--- src/design/spi_master_byte_shifter_unit_defines.svh ---
// Assertion helpers used by the file that checks this block.
`ifndef SPI_MASTER_BYTE_SHIFTER_UNIT_DEFINES_SVH
`define SPI_MASTER_BYTE_SHIFTER_UNIT_DEFINES_SVH

// The property must hold at every rising clock edge outside reset.
`define SPIMBS_ASSERT(label, prop, msg) \
  label: assert property (@(posedge clk_i) disable iff (!rst_ni) (prop)) else $error(msg);

// The condition must never be true outside reset.
`define SPIMBS_NEVER(label, cond, msg) \
  `SPIMBS_ASSERT(label, !(cond), msg)

`endif

--- src/design/spimbs_pkg.sv ---
package spimbs_pkg;

  localparam int unsigned WORD_BITS = 8;
  localparam int unsigned BITS_W    = $clog2(WORD_BITS + 1);
  localparam int unsigned TICK_W    = 8;
  localparam int unsigned CFG_IDX_W = 3;

  // Commands carried by an input item.
  localparam logic [1:0] CMD_IDLE  = 2'd0;
  localparam logic [1:0] CMD_BEGIN = 2'd1;
  localparam logic [1:0] CMD_XFER  = 2'd2;
  localparam logic [1:0] CMD_END   = 2'd3;

  // Engine states.
  localparam logic [1:0] MODE_IDLE  = 2'd0;
  localparam logic [1:0] MODE_BEGIN = 2'd1;
  localparam logic [1:0] MODE_XFER  = 2'd2;
  localparam logic [1:0] MODE_END   = 2'd3;

  // Configuration register indexes.
  localparam logic [CFG_IDX_W-1:0] CFG_CPOL  = 3'd0;
  localparam logic [CFG_IDX_W-1:0] CFG_CPHA  = 3'd1;
  localparam logic [CFG_IDX_W-1:0] CFG_LSB   = 3'd2;
  localparam logic [CFG_IDX_W-1:0] CFG_HALF  = 3'd3;
  localparam logic [CFG_IDX_W-1:0] CFG_GUARD = 3'd4;

  typedef struct packed {
    logic              cpol;
    logic              cpha;
    logic              lsb_first;
    logic [TICK_W-1:0] half_ticks;
    logic [TICK_W-1:0] guard_ticks;
  } spimbs_cfg_t;

  // A write to the polarity register, which also moves an idle SCLK.
  typedef struct packed {
    logic en;
    logic value;
  } spimbs_polwr_t;

  typedef struct packed {
    logic                 sclk;
    logic                 mosi;
    logic                 sel_n;
    logic                 busy;
    logic                 rx_valid;
    logic [WORD_BITS-1:0] rx_byte;
  } spimbs_res_t;

  function automatic logic out_bit(input logic [WORD_BITS-1:0] word, input logic lsb);
    return lsb ? word[0] : word[WORD_BITS-1];
  endfunction

  function automatic logic [WORD_BITS-1:0] shift_word(input logic [WORD_BITS-1:0] word,
                                                      input logic lsb);
    return lsb ? {1'b0, word[WORD_BITS-1:1]} : {word[WORD_BITS-2:0], 1'b0};
  endfunction

  function automatic logic [WORD_BITS-1:0] sample_word(input logic [WORD_BITS-1:0] word,
                                                       input logic lsb, input logic bit_in);
    return lsb ? {bit_in, word[WORD_BITS-1:1]} : {word[WORD_BITS-2:0], bit_in};
  endfunction

endpackage

--- src/design/spimbs_cfg.sv ---
module spimbs_cfg
  import spimbs_pkg::*;
(
  input  logic                 clk_i,
  input  logic                 rst_ni,
  input  logic                 cfg_valid_i,
  output logic                 cfg_ready_o,
  input  logic [CFG_IDX_W-1:0] cfg_index_i,
  input  logic [TICK_W-1:0]    cfg_data_i,
  output spimbs_cfg_t          cfg_o,
  output spimbs_polwr_t        polwr_o
);

  spimbs_cfg_t cfg_q, cfg_d;
  logic        wr;

  assign cfg_ready_o = 1'b1;
  assign wr          = cfg_valid_i && cfg_ready_o;

  always_comb begin
    cfg_d = cfg_q;
    if (wr) begin
      case (cfg_index_i)
        CFG_CPOL:  cfg_d.cpol        = cfg_data_i[0];
        CFG_CPHA:  cfg_d.cpha        = cfg_data_i[0];
        CFG_LSB:   cfg_d.lsb_first   = cfg_data_i[0];
        CFG_HALF:  cfg_d.half_ticks  = cfg_data_i;
        CFG_GUARD: cfg_d.guard_ticks = cfg_data_i;
        default:   ;
      endcase
    end
  end

  always_ff @(posedge clk_i or negedge rst_ni) begin
    if (!rst_ni) begin
      cfg_q.cpol        <= 1'b0;
      cfg_q.cpha        <= 1'b0;
      cfg_q.lsb_first   <= 1'b0;
      cfg_q.half_ticks  <= TICK_W'(1);
      cfg_q.guard_ticks <= '0;
    end else begin
      cfg_q <= cfg_d;
    end
  end

  assign cfg_o         = cfg_q;
  assign polwr_o.en    = wr && (cfg_index_i == CFG_CPOL);
  assign polwr_o.value = cfg_data_i[0];

endmodule

--- src/design/spimbs_core.sv ---
module spimbs_core
  import spimbs_pkg::*;
(
  input  logic                 clk_i,
  input  logic                 rst_ni,
  input  logic                 step_i,
  input  logic [1:0]           command_i,
  input  logic [WORD_BITS-1:0] tx_byte_i,
  input  logic                 miso_level_i,
  input  spimbs_cfg_t          cfg_i,
  input  spimbs_polwr_t        polwr_i,
  output spimbs_res_t          res_o
);

  logic [WORD_BITS-1:0] tx_q, tx_d, rx_q, rx_d, tx_next;
  logic [BITS_W-1:0]    bits_q, bits_d;
  logic                 second_q, second_d;
  logic [TICK_W-1:0]    tick_q, tick_d, tick_dec, half_len;
  logic [1:0]           mode_q, mode_d;
  logic                 sclk_q, sclk_d, mosi_q, mosi_d, sel_q, sel_d;
  logic                 rx_done;

  // A zero half period counts as one tick.
  assign half_len = (cfg_i.half_ticks == '0) ? TICK_W'(1) : cfg_i.half_ticks;
  assign tick_dec = tick_q - TICK_W'(1);
  assign tx_next  = shift_word(tx_q, cfg_i.lsb_first);

  always_comb begin
    tx_d     = tx_q;
    rx_d     = rx_q;
    bits_d   = bits_q;
    second_d = second_q;
    tick_d   = tick_q;
    mode_d   = mode_q;
    sclk_d   = sclk_q;
    mosi_d   = mosi_q;
    sel_d    = sel_q;
    rx_done  = 1'b0;
    if (step_i) begin
      case (mode_q)
        MODE_IDLE: begin
          case (command_i)
            CMD_BEGIN: begin
              sel_d = 1'b0;
              if (cfg_i.guard_ticks != '0) begin
                tick_d = cfg_i.guard_ticks;
                mode_d = MODE_BEGIN;
              end
            end
            CMD_END: begin
              if (cfg_i.guard_ticks != '0) begin
                tick_d = cfg_i.guard_ticks;
                mode_d = MODE_END;
              end else begin
                sel_d = 1'b1;
              end
            end
            CMD_XFER: begin
              tx_d     = tx_byte_i;
              rx_d     = '0;
              bits_d   = BITS_W'(WORD_BITS);
              second_d = 1'b0;
              tick_d   = half_len;
              sclk_d   = cfg_i.cpol;
              mode_d   = MODE_XFER;
              if (!cfg_i.cpha) begin
                mosi_d = out_bit(tx_byte_i, cfg_i.lsb_first);
              end
            end
            default: ;
          endcase
        end
        MODE_BEGIN, MODE_END: begin
          tick_d = tick_dec;
          if (tick_dec == '0) begin
            if (mode_q == MODE_END) begin
              sel_d = 1'b1;
            end
            mode_d = MODE_IDLE;
          end
        end
        MODE_XFER: begin
          tick_d = tick_dec;
          if (tick_dec == '0) begin
            if (!second_q) begin
              if (cfg_i.cpha) begin
                mosi_d = out_bit(tx_q, cfg_i.lsb_first);
              end else begin
                rx_d = sample_word(rx_q, cfg_i.lsb_first, miso_level_i);
              end
              sclk_d   = ~cfg_i.cpol;
              second_d = 1'b1;
              tick_d   = half_len;
            end else begin
              if (cfg_i.cpha) begin
                rx_d = sample_word(rx_q, cfg_i.lsb_first, miso_level_i);
              end
              sclk_d   = cfg_i.cpol;
              tx_d     = tx_next;
              bits_d   = bits_q - BITS_W'(1);
              second_d = 1'b0;
              if (bits_q == BITS_W'(1)) begin
                rx_done = 1'b1;
                mode_d  = MODE_IDLE;
              end else begin
                if (!cfg_i.cpha) begin
                  mosi_d = out_bit(tx_next, cfg_i.lsb_first);
                end
                tick_d = half_len;
              end
            end
          end
        end
        default: ;
      endcase
    end
    // Outside a transfer a new polarity moves SCLK to its idle level at once.
    if (polwr_i.en && (mode_q != MODE_XFER)) begin
      sclk_d = polwr_i.value;
    end
  end

  always_ff @(posedge clk_i or negedge rst_ni) begin
    if (!rst_ni) begin
      tx_q     <= '0;
      rx_q     <= '0;
      bits_q   <= '0;
      second_q <= 1'b0;
      tick_q   <= '0;
      mode_q   <= MODE_IDLE;
      sclk_q   <= 1'b0;
      mosi_q   <= 1'b1;
      sel_q    <= 1'b1;
    end else begin
      tx_q     <= tx_d;
      rx_q     <= rx_d;
      bits_q   <= bits_d;
      second_q <= second_d;
      tick_q   <= tick_d;
      mode_q   <= mode_d;
      sclk_q   <= sclk_d;
      mosi_q   <= mosi_d;
      sel_q    <= sel_d;
    end
  end

  assign res_o.sclk     = sclk_d;
  assign res_o.mosi     = mosi_d;
  assign res_o.sel_n    = sel_d;
  assign res_o.busy     = (mode_d != MODE_IDLE);
  assign res_o.rx_valid = rx_done;
  assign res_o.rx_byte  = rx_done ? rx_d : '0;

endmodule

--- src/design/spi_master_byte_shifter_unit.sv ---
// Channel   Direction  Handshake              Payload
// in        input      in_valid_i/in_stall_o  command_i, tx_byte_i, miso_level_i
// out       output     out_valid_o/out_stall_i sclk_level_o, mosi_level_o, select_n_o,
//                                             busy_res_o, rx_valid_o, rx_byte_o
// cfg       input      cfg_valid_i/cfg_ready_o cfg_index_i, cfg_data_i
//
// Each item is one tick of the serial engine and gives exactly one result item.
// An item is held in the input register until the output register can take its result,
// which is then registered there; one item is taken every cycle while the output is
// free or being drained.
// A stalled output holds its result and the input register backs up behind it.
// Reset (rst_ni low, asynchronous) idles the core: SCLK low, MOSI high, chip select high.
`include "spi_master_byte_shifter_unit_defines.svh"

module spi_master_byte_shifter_unit
  import spimbs_pkg::*;
(
  input  logic                 clk_i,
  input  logic                 rst_ni,
  input  logic                 in_valid_i,
  output logic                 in_stall_o,
  input  logic [1:0]           command_i,
  input  logic [WORD_BITS-1:0] tx_byte_i,
  input  logic                 miso_level_i,
  output logic                 out_valid_o,
  input  logic                 out_stall_i,
  output logic                 sclk_level_o,
  output logic                 mosi_level_o,
  output logic                 select_n_o,
  output logic                 busy_res_o,
  output logic                 rx_valid_o,
  output logic [WORD_BITS-1:0] rx_byte_o,
  input  logic                 cfg_valid_i,
  output logic                 cfg_ready_o,
  input  logic [CFG_IDX_W-1:0] cfg_index_i,
  input  logic [TICK_W-1:0]    cfg_data_i
);

  spimbs_cfg_t   cfg;
  spimbs_polwr_t polwr;
  spimbs_res_t   res;

  logic                 in_valid_q, in_valid_d;
  logic [1:0]           cmd_q;
  logic [WORD_BITS-1:0] txb_q;
  logic                 miso_q;
  logic                 out_valid_q, out_valid_d;
  spimbs_res_t          res_q;
  logic                 fire, in_accept;

  // The held item moves into the engine whenever the output register can take its result.
  assign fire       = in_valid_q && (!out_valid_q || !out_stall_i);
  assign in_stall_o = in_valid_q && !fire;
  assign in_accept  = in_valid_i && !in_stall_o;

  assign in_valid_d  = in_accept ? 1'b1 : (fire ? 1'b0 : in_valid_q);
  assign out_valid_d = fire ? 1'b1 : (out_valid_q && out_stall_i);

  spimbs_cfg u_cfg (
    .clk_i       (clk_i),
    .rst_ni      (rst_ni),
    .cfg_valid_i (cfg_valid_i),
    .cfg_ready_o (cfg_ready_o),
    .cfg_index_i (cfg_index_i),
    .cfg_data_i  (cfg_data_i),
    .cfg_o       (cfg),
    .polwr_o     (polwr)
  );

  spimbs_core u_core (
    .clk_i        (clk_i),
    .rst_ni       (rst_ni),
    .step_i       (fire),
    .command_i    (cmd_q),
    .tx_byte_i    (txb_q),
    .miso_level_i (miso_q),
    .cfg_i        (cfg),
    .polwr_i      (polwr),
    .res_o        (res)
  );

  always_ff @(posedge clk_i or negedge rst_ni) begin
    if (!rst_ni) begin
      in_valid_q  <= 1'b0;
      out_valid_q <= 1'b0;
    end else begin
      in_valid_q  <= in_valid_d;
      out_valid_q <= out_valid_d;
    end
  end

  always_ff @(posedge clk_i) begin
    if (in_accept) begin
      cmd_q  <= command_i;
      txb_q  <= tx_byte_i;
      miso_q <= miso_level_i;
    end
    if (fire) begin
      res_q <= res;
    end
  end

  assign out_valid_o  = out_valid_q;
  assign sclk_level_o = res_q.sclk;
  assign mosi_level_o = res_q.mosi;
  assign select_n_o   = res_q.sel_n;
  assign busy_res_o   = res_q.busy;
  assign rx_valid_o   = res_q.rx_valid;
  assign rx_byte_o    = res_q.rx_byte;

  `SPIMBS_NEVER(a_stall_needs_full_out, in_stall_o && !out_valid_o, "input stalled with output empty")
  `SPIMBS_ASSERT(a_done_not_busy, (out_valid_o && rx_valid_o) |-> !busy_res_o, "busy after last bit")
  `SPIMBS_ASSERT(a_rx_zero_idle, (out_valid_o && !rx_valid_o) |-> (rx_byte_o == '0), "stray rx byte")

endmodule

--- config.mk ---
export PLATFORM = sky130hd
export DESIGN_NAME = spi_master_byte_shifter_unit
export DESIGN_NICKNAME = d
export VERILOG_FILES = /design/src/design/spimbs_pkg.sv /design/src/design/spimbs_cfg.sv /design/src/design/spimbs_core.sv /design/src/design/spi_master_byte_shifter_unit.sv
export VERILOG_INCLUDE_DIRS = /design/src /design/src/design
export SDC_FILE = /design/constraint.sdc
export NUM_CORES = 1
export LEC_CHECK = 0
export BUFFER_PORTS_ARGS = -buffer_cell sky130_fd_sc_hd__buf_2
export CELL_PAD_IN_SITES_DETAIL_PLACEMENT = 1
export CELL_PAD_IN_SITES_GLOBAL_PLACEMENT = 1
export CORE_MARGIN = 2
export CORE_UTILIZATION = 42
export CTS_CLUSTER_SIZE = 24
export DETAILED_ROUTE_END_ITERATION = 10
export PLACE_DENSITY_LB_ADDON = 0.1
export SLEW_MARGIN = 20
export SYNTH_ARGS = -nofsm -noshare
export SYNTH_HDL_FRONTEND = slang
export SYNTH_SLANG_ARGS = --single-unit
--- constraint.sdc ---
create_clock -name clk_i -period 2.3 [get_ports clk_i]
set_input_delay 0.345 -clock clk_i [delete_from_list [all_inputs] [get_ports clk_i]]
set_output_delay 0.345 -clock clk_i [all_outputs]
set_load 0.02 [all_outputs]
# Yosys cells after proc, flatten, opt, wreduce, memory -nomap -nowiden
# Index checks and enable logic that the tools add are counted.
# word_totals
ff_bits,79
inputBits,27
out_inout_bits,16
# classes
n_addsub,2
eq_ne,17
muxes,69
bitwise,1
reduce_logical,29
# op_table
op,n
two-way mux 8 bit,16
one-hot mux 8 bit (2 select lines),3
two-way mux 1 bit,31
one-hot mux 8 bit (3 select lines),1
logical NOT 8 bit,2
two-way mux 2 bit,7
two-way mux 4 bit,3
one-hot mux 2 bit (3 select lines),2
one-hot mux 1 bit (2 select lines),5
AND reduction 2 bit,5
== test 2 bit (second input constant),4
one-hot mux 4 bit (2 select lines),1
nonzero test 8 bit,1
subtractor 8 x 1 -> 8 bit (second input constant),1
== test 3 x 2 -> 1 bit (second input constant),2
logical AND 1 bit,6
nonzero test 2 bit,3
AND reduction 5 bit,1
== test 2 x 1 -> 1 bit (second input constant),2
== test 4 x 1 -> 1 bit (second input constant),1
logical NOT 1 bit,4
inequality test 2 x 1 -> 1 bit (second input constant),2
inequality test 2 bit (second input constant),2
AND reduction 4 bit,1
11 further kinds,12

# Logic depth before layout (Yosys ltp)
# Gate-level depths: netlist of the first run.
# logic_depth
depth_word,8
ltp_mapped,9
ltp_nobuf,8

# Hierarchy
# A second synthesis of the first run with hierarchy kept.
# unflattened
cells_unflattened,390
area_unflattened_um2,4196.5
# modules_own_cells
mod,instances,cells_per_inst,area_per_inst_um2,seq_area_each_um2
spimbs_core,1,311,2606.2,853.3
spi_master_byte_shifter_unit,1,32,813.3,770.7
spimbs_cfg,1,47,777.0,476.7

# Least setup slack after synthesis of the first run
# OpenSTA, ideal clock, no wires.
# synth_timing
kind,reg-to-reg
start,register u_core.tick_q[0]
end,register res_q (netlist bit busy_res_o) (data pin)
setup_time_ps,259
arrival_ps,2150
slack_ps,-109
path_stages_with_launch,10
period_less_slack_ps,2409
cell_sequence,dfrtp_1 inv_1 ha_1 o21bai_1 a2111oi_2 a31oi_4 nor2_4 buf_6 a31oi_1 or2_1
# synth_lines
element,line,rtl
start: declaration,spimbs_core.sv:18,"logic [TICK_W-1:0] tick_q, tick_d, tick_dec, half_len;"
start signal: assignment,spimbs_core.sv:139,tick_q <= tick_d;
end signal: assignment,spi_master_byte_shifter_unit.sv:99,res_q <= res;
end: declaration,spi_master_byte_shifter_unit.sv:48,spimbs_res_t res_q;

==> impl_metrics.toml, run 1 <==
[outcome]
outcome = "completed"

[global_route]
antenna_found_initial = 0
grt_use_total_pct = 21.4
grt_pass1_wl_um = 18400
grt_pass1_vias = 3519
grt_max_degree = 56
gr-total-overflow = 0

[timing]
tightest_slew_ns = 0.562
hold_viol = 0
fin_skew_ns = 0.0101
min_period_over_period_pct = 98.7
grt_setup_unrepaired = "true"
drv_slew = 0
setup_viol = 0
fmax_ghz = 0.441
post-route-min-period_ns = 2.27
slew_headroom_pct = 62.6
holdWs_ns = 0.150

[clock_network]
cts_tree = "yes"
cts.reportedPaths.clkPinSlew_ns = 0.08
numCtsBuffers = 9
htreeDepth = 3
clockBufferDepth = 2
insertion_delay_ns = 0.36
clockRootBuffer = "clkbuf_8"
cts_sinks = 79

[die]
die_w_um = 104
start_util_pct = 43.1
die_area_sq_um = 10800
ioPinCount = 43
core_sq_um = 9730
fp.dieH_um = 104
fp-row-count = 36

[power_and_ir_drop]
combPwrFrac_pct = 38.1
p_per_area_nw_per_um2 = 1030
clkPwrFrac_pct = 21.5
p_int_mw = 3.27
sw_frac_of_total_pct = 37.9
vdd_drop_max_mv = 0.424
p_sw_mw = 2.00
power_leakage_nw = 2.03
seqPwrFrac_pct = 40.5

[drt]
postRouteWirelength_um = 10900
vias_per_cell = 5.63
drtIter0Drc = 131
drt_pass1_iterations = 4
drc = 0
ant_nets = 0
vias = 3372
wire_per_inst_um = 18.3

[yosys]
synth_xor_area_share_pct = 1.25
post-synth-top-count-cell = "dfrtp_1"
synth_compound_area_share_pct = 18.5
synth_top_cell_by_area = "dfrtp_1"
yosys.cell_types.count = 72
synth-edff-count = 24
async_flop_share_pct = 69.6
synthAdderAreaFrac_pct = 1.19
synth-seq-cells = 79
synth_top_family_by_area = "compound AO/OA/AOI/OAI gates"
synthFlopType = "dfrtp_1"
postSynthAreaPerCell_sq_um = 10.7
yosys_warnings = 0
synthMuxAreaShare_pct = 9.85
synth_common_cells = "dfrtp_1 (52), nand2_1 (47), mux2_2 (26), nor2_1 (26), edfxtp_1 (24)"
synth_simple_gate_area_share_pct = 15.4
synth.top_cell.area_share_pct = 31.0
syn_inst = 392
synth_area_leaders = "dfrtp_1 (31%), edfxtp_1 (17%), mux2_2 (7.0%), nand2_1 (4.2%), mux2i_1 (2.9%)"
synthesis.nets = 423
synth_area_sq_um = 4190
yosysSeqAreaShare_pct = 50.1

[placement]
placed_cell_area_sq_um = 4690
dp_hpwl_um = 7900
portBuffers = 41
gp_congestion = 0.786

[layout]
area_growth_pct = 22.4
insertedDiodeCount = 0
fillers = 1084
final_cell_area_sq_um = 5130
drive_gt1_share_pct = 34.1
nets = 492

[worst_setup_path]
endpoint_kind = "flip-flop"
cp-start-kind = "flip-flop"
worst-setup-path-type = "flip-flop to flip-flop"
cp.arrival_ns = 2.38
cp_num_buf_inv = 1
r2r_setup_slack_ns = 0.03
worst-endpoint-required_ns = 2.41
critPathMaxStageDelay_ns = 0.40
path_cells = "inv_2 -> ha_4 -> or3b_4 -> a2111oi_4 -> a31oi_4 -> nor2_4 -> a31oi_2 -> or2_1"
slowest_stage = "dfrtp_1"
crit_fanout = 7
crit_family = "simple AND/OR/NAND/NOR gates"

[job]
maxCapViolCount = 0

[worst_hold_path]
hp-class = "input pin to flip-flop"
[through the flow]
stage | total power [mW] | cells | util [%] | setup WS [ns] | TNS (ns)
2_1_floorplan | 3.28 | 392 | - | 0.00776 | 0
3_3_place_gp | 3.88 | 574 | 48.3 | 0.0399 | 0
3_5_place_dp | 3.96 | 574 | 48.3 | -0.0312 | -0.214
4_1_cts | 5.14 | 594 | 51.0 | 0.00291 | 0
5_1_grt | 5.63 | 599 | 52.7 | -0.0715 | -0.629
6_report | 5.27 | 599 | 52.7 | 0.0307 | 0
[timing repair]
item / in CTS / in global routing
cloned: 0 / 0
resized for setup: 5 / 28
setup buffers: 3 / 5
pin swaps: 2 / 20
hold buffers: 1 / 0
endpoints found under the setup margin: 12 / 31
hold endpoints to repair: 52 / 0
[placed cells by master (no fill, tap or decap), drive strengths merged, types with 3 or more instances in the layout]
cell type / count
and2: 3
mux2: 26
a2111oi: 3
o21ai: 15
ha: 4
and3: 3
nor2: 28
xnor2: 5
dfstp: 3
nor3b: 3
mux2i: 12
nor2b: 4
nor3: 11
nand2: 48
o31ai: 4
a31oi: 7
buf: 78
clkbuf: 14
nand3: 12
inv: 10
a2bb2oi: 9
dfrtp: 52
nand2b: 3
o211ai: 3
o22ai: 10
a32o: 7
a22oi: 7
edfxtp: 24
nor4: 3
a21oi: 20
[power groups by stage]
| stage | Sequential, mW | Combinational (mW) | Clock, mW |
|---|---|---|---|
| after global routing | 2.19 | 2.21 | 1.23 |
| after floorplan | 2.04 | 1.25 | 0 |
| after CTS | 2.12 | 1.87 | 1.16 |
| after global placement | 2.12 | 1.76 | 0 |
| final | 2.13 | 2.00 | 1.13 |
| after detailed placement | 2.14 | 1.82 | 0 |
[cells by family (layout without fill, tap and decap cells)]
kind of cell               Yosys count  count (layout)
and+or+nand+nor                    128             128
AOI/OAI and AO/OA                  105             105
DFF                                 79              79
muxes                               38              38
buffers and inverters               31             105
xor gates and xnor gates             6               6
adders and majority gates            4               4
other                                1               1
[per-layer routing]
layer / vias to the layer above / global-route usage (%) / routed length (um)
li1: 1606 / - / -
met2: 58 / 33.3 / 4990
met1: 1698 / 30.7 / 5540
met5: - / 0 / 0
met3: 10 / 3.38 / 302
met4: 0 / 6.66 / 121
[state kept, by name (all words and copies together), names as in the netlist, 2 cells and up]
signal / flops
cmd_q: 2
rx_byte_o: 8
txb_q: 8
u_cfg.cfg_o: 19
u_core.bits_q: 4
u_core.mode_q: 2
u_core.rx_q: 8
u_core.tick_q: 8
u_core.tx_q: 8
[worst reg2reg max path, delay by kind of cell (launching register included)]
family	cells	cell delay (ns)
adder cells (fa/ha/maj)	1	0.13
buffers and inverters	1	0.08
AND/OR/NAND/NOR	3	0.89
flip-flops	1	0.40
AO/OA/AOI/OAI	3	0.54
[final cells by class]
class | instances | area (sq um) | share of cell area (%)
Sequential cell | 79 | 2100 | 41.0
Multi-Input combinational cell | 282 | 2060 | 40.1
Timing Repair Buffer | 79 | 542 | 10.6
Clock buffer | 14 | 206 | 4.02
Tap cell | 133 | 166 | 3.24
Inverter | 10 | 38.8 | 0.756
Clock inverter | 2 | 17.5 | 0.341
[worst paths after layout]
kind                                     to        startpoint  cells after the start
min reg2reg                     out_valid_o        in_valid_q                      1
min in group asynchronous  u_core.tick_q[3]            rst_ni                      3
max reg2reg                      busy_res_o  u_core.tick_q[1]                      8
max in group asynchronous     u_core.mosi_q            rst_ni                      3
min                                txb_q[4]      tx_byte_i[4]                      1
max                              busy_res_o  u_core.tick_q[1]                      8
(Power assumes the default switching activity.)
==> inputs of run 2 (changes only) <==
--- a/config.mk
+++ b/config.mk
@@ -6,13 +6,13 @@
 export SDC_FILE = /design/constraint.sdc
 export NUM_CORES = 1
 export LEC_CHECK = 0
-export BUFFER_PORTS_ARGS = -buffer_cell sky130_fd_sc_hd__buf_2
 export CELL_PAD_IN_SITES_DETAIL_PLACEMENT = 1
 export CELL_PAD_IN_SITES_GLOBAL_PLACEMENT = 1
 export CORE_MARGIN = 2
-export CORE_UTILIZATION = 42
+export CORE_UTILIZATION = 45
 export CTS_CLUSTER_SIZE = 24
 export DETAILED_ROUTE_END_ITERATION = 10
+export DONT_BUFFER_PORTS = 1
 export PLACE_DENSITY_LB_ADDON = 0.1
 export SLEW_MARGIN = 20
 export SYNTH_ARGS = -nofsm -noshare
==> impl_metrics.toml, run 2 (synthesis gave the netlist of run 1 again) <==
[global_route]
grt_pass1_wl_um = 17600
gr-total-overflow = 0
antenna_found_initial = 0
grt_use_total_pct = 22.4
grt_max_degree = 56
grt_pass1_vias = 3282

[layout]
drive_gt1_share_pct = 26.1
stdcell_count = 532
layout_commonest_cell = "dfrtp_1"
insertedDiodeCount = 0
nets = 447
largest_reg_flops = 19
utilization_pct = 52.5
area_growth_pct = 14.5
mostFrequentLayoutCells = "dfrtp_1 (51), nand2_1 (47), buf_4 (29)"
fillers = 1002

[worst_setup_path]
worst-setup-path-type = "flip-flop to flip-flop"
worst-endpoint-required_ns = 2.56
cp-start-kind = "flip-flop"
path_cells = "buf_4 -> or4b_4 -> o21ai_2 -> a31oi_4 -> nor2_4 -> buf_6 -> nand3_4 -> a32o_2"
slowest_stage = "or4b_4"
cp.arrival_ns = 2.59
crit_fanout = 7
crit_family = "simple AND/OR/NAND/NOR gates"
critPathMaxStageDelay_ns = 0.53
rr_worst_depth = 8
crit_start = "u_core.tick_q[0]"
endpoint_kind = "flip-flop"
cp_num_buf_inv = 2
rr_startpoint = "u_core.tick_q[0]"
r2r-end = "u_core.rx_q[2]"
r2r_setup_slack_ns = -0.03

[timing]
grt_setup_unrepaired = "true"
tightest_slew_ns = 0.526
hold_viol = 0
setup_viol = 7
setup_ws_ns = -0.0307
drv_slew = 0
post-route-min-period_ns = 2.33
fin_skew_ns = 0.0154
fmax_ghz = 0.429
slew_headroom_pct = 64.9
holdWs_ns = 0.0715
min_period_over_period_pct = 101

[drt]
vias_per_cell = 5.94
drtIter0Drc = 89
drc = 0
wire_per_inst_um = 19.9
postRouteWirelength_um = 10600
ant_nets = 0
drt_pass1_iterations = 4
vias = 3162

[worst_hold_path]
min_path_cells = 0
min-delay-start = "tx_byte_i[3]"
hold_end = "txb_q[3]"
hp-class = "input pin to flip-flop"

[clock_network]
htreeDepth = 3
cts.reportedPaths.clkPinSlew_ns = 0.09
clockBufferDepth = 2
cts_tree = "yes"
clockRootBuffer = "clkbuf_8"
numCtsBuffers = 9
insertion_delay_ns = 0.36
cts_sinks = 79

[power_and_ir_drop]
p_per_area_nw_per_um2 = 1060
vdd_drop_max_mv = 0.478
power_leakage_nw = 1.84

[outcome]
failed_checks = "negative setup slack"
outcome = "finished, violations left"

[die]
core_sq_um = 9150
die_area_sq_um = 10100
die_w_um = 101
ioPinCount = 43
fp.dieH_um = 101
fp-row-count = 35
start_util_pct = 45.8

[job]
maxCapViolCount = 0

[placement]
gp_congestion = 0.781
dp_hpwl_um = 7440
portBuffers = 0
placedCellCount = 511
==> run 2: cell types whose count changed in the layout (fill, tap and decap cells not counted), moves of 2 or more <==
cell / before / now
buf_12: 3 / 1
buf_2: 41 / 0
buf_4: 31 / 29
clkbuf_16: 3 / 0
clkinvlp_4: 0 / 2
o21ai_0: 8 / 10
==> run 2: stage by stage <==
step                      total power, mW  cell area [sq um]  TNS (ns)  worst slack (ns)
after floorplan                      3.28               4210         0           0.00776
after global placement               3.83               4450   -0.0369           -0.0202
after detailed placement             3.88               4450    -0.367            -0.110
after CTS                            5.02               4730    -0.270           -0.0406
after global routing                 5.40               4800    -0.846           -0.0912
final                                5.08               4800    -0.149           -0.0307
==> run 2: worst max-delay path by stage <==
stage,end,slack [ns],cells past startpoint
after global routing,u_core.rx_q[2],-0.09,8
after global placement,sclk_level_o,-0.02,8
after floorplan,busy_res_o,0.008,9
final,u_core.rx_q[2],-0.03,8
after detailed placement,u_core.tick_q[7],-0.11,9
after CTS,u_core.rx_q[4],-0.04,9
==> run 2: worst register-to-register path, cell delays in order (launching register included) <==
cell and delay [ns]:
dfrtp_2 0.45, buf_4 0.16, or4b_4 0.53, o21ai_2 0.11, a31oi_4 0.17, nor2_4 0.26
buf_6 0.15, nand3_4 0.11, a32o_2 0.28
==> run 2: where the power goes <==
group | internal (mW) | switching [mW] | leakage [nW]
sequential | 1.79 | 0.374 | 0.882
clock | 0.505 | 0.541 | 0.0899
combinational | 0.832 | 1.04 | 0.869
==> run 2: layout make-up <==
cell class | instances | area (sq um) | area share [%]
inverters | 10 | 38.8 | 0.808
clock buffers | 11 | 131 | 2.74
clock inverters | 5 | 58.8 | 1.22
multi-input cells | 282 | 2030 | 42.4
repair buffers | 34 | 298 | 6.20
well taps | 111 | 139 | 2.89
flip-flops and latches | 79 | 2100 | 43.8
==> run 2: metal layers <==
layer	wire, um	up-vias	GRT usage [%]
met5	0	-	0
met4	114	0	4.85
met3	349	9	5.41
met2	4700	53	34.0
met1	5410	1583	32.7
li1	-	1517	-
==> run 2: what timing repair did <==
action                                  in CTS  in global routing
setup buffers                                1                  2
gates resized for setup                     15                 12
pin swaps                                   12                 10
hold buffers                                 2                  0
endpoints found under the setup margin       9                 39
endpoints found under the hold margin       55                  0
==> inputs of run 3 (changes only) <==
--- a/config.mk
+++ b/config.mk
@@ -8,7 +8,6 @@
 export LEC_CHECK = 0
 export CELL_PAD_IN_SITES_DETAIL_PLACEMENT = 1
 export CELL_PAD_IN_SITES_GLOBAL_PLACEMENT = 1
-export CORE_MARGIN = 2
 export CORE_UTILIZATION = 45
 export CTS_CLUSTER_SIZE = 24
 export DETAILED_ROUTE_END_ITERATION = 10
==> impl_metrics.toml, run 3 (synthesis gave the netlist of run 1 again) <==
[outcome]
outcome = "finished, violations left"
failed_checks = "design-rule violations, negative setup slack"

[placement]
place_ws_ns = -0.0281
gp_congestion = 0.808
dp_hpwl_um = 7750
portBuffers = 0

[worst_setup_path]
worst-setup-path-type = "flip-flop to flip-flop"
rr_startpoint = "u_core.tick_q[0]"
crit_fanout = 7
r2r_setup_slack_ns = -0.05
cp.arrival_ns = 2.59
rr_worst_depth = 9
cp-start-kind = "flip-flop"
worst-endpoint-required_ns = 2.54
crit_path_end = "u_core.rx_q[2]"
r2r-end = "u_core.rx_q[2]"
crit_start = "u_core.tick_q[0]"
endpoint_kind = "flip-flop"

[timing]
min_period_over_period_pct = 102
tightest_slew_ns = 0.618
setup_ws_ns = -0.0527
fmax_ghz = 0.425
slew_headroom_pct = 58.8
drv_slew = 0
post-route-min-period_ns = 2.35
setup_viol = 9
hold_viol = 0
grt_setup_unrepaired = "true"
fin_skew_ns = 0.0205

[global_route]
antenna_found_initial = 0
grt_pass1_vias = 3329
gr-total-overflow = 0
grt_pass1_wl_um = 17700
grt_max_degree = 56
grt_use_total_pct = 23.8

[layout]
nets = 448
mostFrequentLayoutCells = "dfrtp_1 (51), nand2_1 (46), buf_4 (29)"
insertedDiodeCount = 0
largest_reg_flops = 19
multi_input_area_sq_um = 2040
drive_gt1_share_pct = 27.3
layout_commonest_cell = "dfrtp_1"
seq_area_sq_um = 2100
fillers = 950
area_growth_pct = 14.9

[clock_network]
cts.reportedPaths.clkPinSlew_ns = 0.09
numCtsBuffers = 9
insertion_delay_ns = 0.36
cts_tree = "yes"
clockRootBuffer = "clkbuf_8"
htreeDepth = 3
clockBufferDepth = 2
cts_sinks = 79

[drt]
drtIter0Drc = 110
ant_nets = 0
vias = 3235
dr_wl_met2_um = 5130
wl_met1_um = 5310
drc = 1
vias_per_cell = 6.10
wl_met3_um = 438
wire_per_inst_um = 20.7
drt_pass1_iterations = 9
topRoutingLayerUsed = "met4"
postRouteWirelength_um = 11000

[die]
core_sq_um = 8890
die_area_sq_um = 9710
fp.dieH_um = 98.5
ioPinCount = 43
start_util_pct = 47.2
fp-row-count = 34
die_w_um = 98.5

[power_and_ir_drop]
clkPwrFrac_pct = 20.6
vdd_drop_max_mv = 0.435
combPwrFrac_pct = 37.0
sw_frac_of_total_pct = 39.1
seqPwrFrac_pct = 42.4
p_sw_mw = 2.01
power_leakage_nw = 1.83
power.total_mw = 5.14
p_int_mw = 3.13
p_per_area_nw_per_um2 = 1070

[job]
maxCapViolCount = 0

[worst_hold_path]
hp-class = "input pin to flip-flop"
run 3: cell types whose count changed in the layout (fill, tap and decap cells not counted), sizes merged:
| cell | change |
|---|---|
| buf | +1 |
run 3: worst min path at each step:
stage | startpoint | end | slack, ns | depth (start not counted)
floorplan | rst_ni | in_valid_q | 0.05 | 0
global placement | rst_ni | u_core.tick_q[6] | 0.05 | 0
detailed placement | rst_ni | u_core.tick_q[6] | 0.05 | 0
CTS | command_i[1] | cmd_q[1] | 0.07 | 0
global route | command_i[1] | cmd_q[1] | 0.06 | 0
finish | tx_byte_i[6] | txb_q[6] | 0.08 | 0
run 3: final cells by class:
class,count,share of cell area (%)
repair buffers,35,6.42
clock inverters,5,1.22
clock buffers,11,2.73
flip-flops and latches,79,43.6
multi-input cells,282,42.4
inverters,10,0.805
well taps,108,2.81
run 3: routing by layer:
layer	up-vias	track usage (%)
li1	1511	-
met3	10	4.47
met2	66	37.1
met1	1648	34.1
met4	0	6.20
met5	-	0
run 3: repair_timing:
action | CTS | global route
pin swaps | 4 | 10
hold endpoints to repair | 55 | 0
setup endpoints to repair | 11 | 31
hold buffers | 2 | 0
setup buffers | 1 | 4
resized for setup | 4 | 26
run 3: power by group through the flow:
stage	combinational (mW)	sequential [mW]	clock (mW)
2_1_floorplan	1.25	2.04	0
3_3_place_gp	1.63	2.19	0
3_5_place_dp	1.70	2.20	0
4_1_cts	1.75	2.17	1.08
5_1_grt	2.07	2.23	1.13
6_report	1.90	2.18	1.06
run 3: stage by stage:
step / hold slack (ns) / setup TNS [ns] / cells / utilization [%] / cell area, sq um
global route: 0.0618 / -1.45 / 530 / 54.2 / 4820
detailed placement: 0.0509 / -0.170 / 507 / 49.9 / 4440
global placement: 0.0511 / 0 / 507 / 49.9 / 4440
CTS: 0.0656 / 0 / 526 / 52.7 / 4680
finish: 0.0799 / -0.179 / 530 / 54.2 / 4820
floorplan: 0.0494 / 0 / 392 / - / 4210
run 3: critical path: stages, from the launching register on:
cell and delay (ns):
dfrtp_2 0.39, buf_4 0.12, ha_4 0.12, or3b_4 0.38
a2111oi_4 0.31, a31oi_4 0.12, nor2_4 0.26, buf_6 0.15
nand3_4 0.10, a32o_1 0.28
